--- src/sv/pal_pkg.sv ---
`timescale 1ns / 1ps
// Shared types and constants for the palette block with reverse lookup.
// Depends on nothing; used by the cell, the top level and the checker.
package pal_pkg;

    localparam int COLOR_W = 16;
    localparam int INDEX_W = 16;
    localparam int OP_W    = 2;

    localparam logic [COLOR_W-1:0] MISS_CODE = 16'hFFFF;

    typedef enum logic [OP_W-1:0] {
        OP_READ  = 2'd0,
        OP_WRITE = 2'd1,
        OP_FIND  = 2'd2
    } op_t;

    // One word travelling along the cell chain.
    typedef struct packed {
        logic               valid;
        op_t                op;
        logic [INDEX_W-1:0] index;
        logic [COLOR_W-1:0] color;
        logic [COLOR_W-1:0] result;
        logic               found;
    } token_t;

endpackage

--- src/sv/pal_cell.sv ---
`timescale 1ns / 1ps
// One palette cell: holds a single colour entry and passes the word on.
// Depends on pal_pkg.
module pal_cell
(
    input  logic                        clk,
    input  logic                        rst_n,
    input  logic                        advance,
    input  logic [pal_pkg::INDEX_W-1:0] pos,
    input  pal_pkg::token_t             tok_in,
    output pal_pkg::token_t             tok_out
);

    logic [pal_pkg::COLOR_W-1:0] entry_reg;
    logic [pal_pkg::COLOR_W-1:0] entry_next;
    pal_pkg::token_t             tok_reg;
    pal_pkg::token_t             tok_next;

    always_comb
    begin
        tok_next   = tok_in;
        entry_next = entry_reg;
        if (tok_in.valid)
        begin
            unique case (tok_in.op)
                pal_pkg::OP_READ:
                begin
                    if (tok_in.index == pos)
                    begin
                        tok_next.result = entry_reg;
                    end
                end
                pal_pkg::OP_WRITE:
                begin
                    if (tok_in.index == pos)
                    begin
                        entry_next = tok_in.color;
                    end
                end
                pal_pkg::OP_FIND:
                begin
                    // Only the lowest matching cell claims the word.
                    if (!tok_in.found && (entry_reg == tok_in.color))
                    begin
                        tok_next.found  = 1'b1;
                        tok_next.result = pos;
                    end
                end
                default:
                begin
                end
            endcase
        end
    end

    always_ff @(posedge clk or negedge rst_n)
    begin
        if (!rst_n)
        begin
            entry_reg <= '0;
            tok_reg   <= '0;
        end
        else if (advance)
        begin
            entry_reg <= entry_next;
            tok_reg   <= tok_next;
        end
    end

    assign tok_out = tok_reg;

endmodule

--- config.mk ---
export PLATFORM = sky130hd
export DESIGN_NAME = pal_cell
export DESIGN_NICKNAME = d
export VERILOG_FILES = /design/src/sv/pal_pkg.sv /design/src/sv/pal_cell.sv
export SDC_FILE = /design/constraint.sdc
export NUM_CORES = 1
export LEC_CHECK = 0
export BUFFER_PORTS_ARGS = -buffer_cell sky130_fd_sc_hd__buf_2
export CORE_UTILIZATION = 45
export DETAILED_ROUTE_END_ITERATION = 16
export PLACE_DENSITY = 0.76
export SETUP_SLACK_MARGIN = 0.2
export SLEW_MARGIN = 40
export SYNTH_ARGS = -nofsm -noshare
export SYNTH_HDL_FRONTEND = slang
export SYNTH_SLANG_ARGS = --single-unit
export TNS_END_PERCENT = 10
--- constraint.sdc ---
create_clock -name clk -period 2.05 [get_ports clk]
set_input_delay 0.3075 -clock clk [delete_from_list [all_inputs] [get_ports clk]]
set_output_delay 0.3075 -clock clk [all_outputs]
set_load 0.01 [all_outputs]
==> run summary <==
Critical path peak fanout: 5
Reg clk slew, reported paths: 0.08 ns
Final worst path period share: 96.2%
First-pass GRT wire length: 14.6 mm
Sequential cell area: 1700 sq um
Synth cell types: 27
Wire per inst: 17.1 um
VDD IR max: 0.000387 V
Critical path endpoint category: flip-flop
Worst-Skew Late Latency: 0.35 ns
Minimum clock period: 1.97 ns
RSZ-0062 raised after global routing: true
Startpoint Class: flip-flop
IO Port Bufs: 122
YS warnings: 0
Hold path cells: 2
CTS tree: built
Max FFs per register: 52
Worst path required time: 2.24 ns
CP arrival: 2.16 ns
Vias: 2899
Nets: 503
Fmax: 507 MHz
Leak: 0.00229 uW
Initial DRC count: 213
Ys async rst share: 100%
Core Region: 7370 sq um
Layout cell share with drive strength beyond 1: 52.4%
CP Class: reg2reg
Drt total wl: 9.16 mm
Syn Area/Cell: 12.1 sq um
Top post-synthesis cells by area: dfrtp_1, mux2_2, xor2_1, mux2i_1, a21oi_1
Slew HR: 67.4%
Syn nets: 359
Number of synthesized flops with an enable pin: 0
Yosys top cell area share: 49.0%
Count leader, synth: dfrtp_1
Outcome: finished, final reports clean
Setup violations, final: 0
Starting utilization of the core area: 47.1%
DRC Markers: 0
Core Util, Final: 62.8%
Post-route setup TNS: 0 ns
Die width: 89.9 um
# diodes: 0
Leading area contributor after synthesis: dfrtp_1
Commonest cells in the netlist: dfrtp_1, mux2_2, xor2_1, mux2i_1, a21oi_1
Die Y: 89.9 um
Register-to-Register Path Depth: 7
Post-DRT Antenna Nets: 0
Max-slew violations: 0
Multi-input logic area: 1750 sq um
Least-Margin Pin Slew: 0.488 ns
Pwr dens: 701 nW/um^2
Hold Vio Cnt, Final: 0
Cell Area, Synth: 3470 sq um
Area Growth Syn to Fin: 33.2%
Hold Crit Start: tok_in[48]
Clk root buf: clkbuf_8
Largest net degree at the start of global routing: 69
Inserted Clock Buffers: 9
Htree depth: 3
Initial antenna violation count: 0
Clk_skew: 0.0110 ns
CTS sink cnt: 68
Placer Congestion: 0.887
Maxcap violations: 0
Vias in the first global route: 2885
CP startpoint: entry_reg[3]
Via density: 5.41
Most used DFF post-synth: dfrtp_1
# fillers: 614
Total GRT Usage: 22.9%
Post-synthesis sequential area ratio: 49.0%
Syn Inst Count: 288
Hold Path Class: in2reg
Global route overflow: 0
Synthesis-stage register bit count: 68
Die area: 8070 sq um
HPWL Detailed: 6.63 mm
Worst reg2reg startpoint: entry_reg[3]
Clock Path Buffers: 2
Ports: 123
Drt pass-1 iters: 4
Row cnt: 31
[final cells by class]
type | count | share of cell area [%]
Clock inverter | 4 | 1.03
Clock buffer | 12 | 3.35
Sequential cell | 68 | 36.8
Multi-Input combinational cell | 204 | 37.9
Timing Repair Buffer | 147 | 18.1
Inverter | 2 | 0.162
Tap cell | 99 | 2.68
[layout by cell type (no fill, tap or decap), types with 3 or more instances in the layout]
cell	count
a21oi_1	16
a21oi_2	4
buf_2	122
buf_4	18
buf_6	3
clkbuf_8	11
dfrtp_1	68
mux2_2	57
mux2i_1	22
nand2_1	15
nand3_1	3
nor2_1	7
nor2b_1	11
nor4_1	5
nor4_2	3
o221ai_1	10
o22ai_1	4
xor2_1	32
[through the flow]
stage	power [uW]	instance area [sq um]	instances	worst slack, ns	hold WS [ns]
3_3_place_gp	2100	4320	515	-0.333	0.356
5_1_grt	3380	4630	536	-0.0390	0.215
2_1_floorplan	1800	3470	288	-0.105	0.0119
3_5_place_dp	2120	4320	515	-0.400	0.359
6_report	3240	4630	536	0.0776	0.215
4_1_cts	3260	4600	535	0.0509	0.202
[final timing paths]
path	endpoint	slack [ns]
setup / recovery	tok_out[10]	0.08
hold / removal	tok_out[48]	0.22
setup reg to reg	tok_out[10]	0.08
hold reg to reg	tok_out[42]	0.51
max in group asynchronous	tok_out[9]	1.24
min in group asynchronous	tok_out[19]	0.51
[power breakdown]
part	switching, uW	internal, uW	total (uW)
clock network	511	625	1140
logic	316	287	603
registers	56.0	1450	1510
[worst max-delay path, stage by stage (launching register included)]
cell	delay (ns)
dfrtp_1	0.42
xor2_1	0.16
nor4_1	0.28
nand4_1	0.21
nor2_4	0.18
buf_6	0.17
mux2i_1	0.23
o221ai_1	0.16
[cells by family after synthesis]
group	Yosys count	share of synthesized area [%]
mux	81	25.4
flops	68	49.0
simple gates	51	8.11
compound gates	40	7.42
xor+xnor	32	8.07
buf+inv	16	1.98
[layer usage]
metal / routed length, um / up-vias / track usage (%)
met2: 4550 / 121 / 37.6
li1: - / 1334 / -
met1: 3910 / 1425 / 29.8
met3: 531 / 19 / 4.15
met5: 0 / - / 0
met4: 165 / 0 / 9.41
[timing repair]
item,4_1_cts,5_1_grt
endpoints found under the hold margin,63,0
gates cloned,1,0
resized for setup,9,5
hold buffers,1,0
pin swaps,6,6
endpoints found under the setup margin,32,28
buffers inserted,2,1
Note: power is estimated with default switching activity, not from simulation.
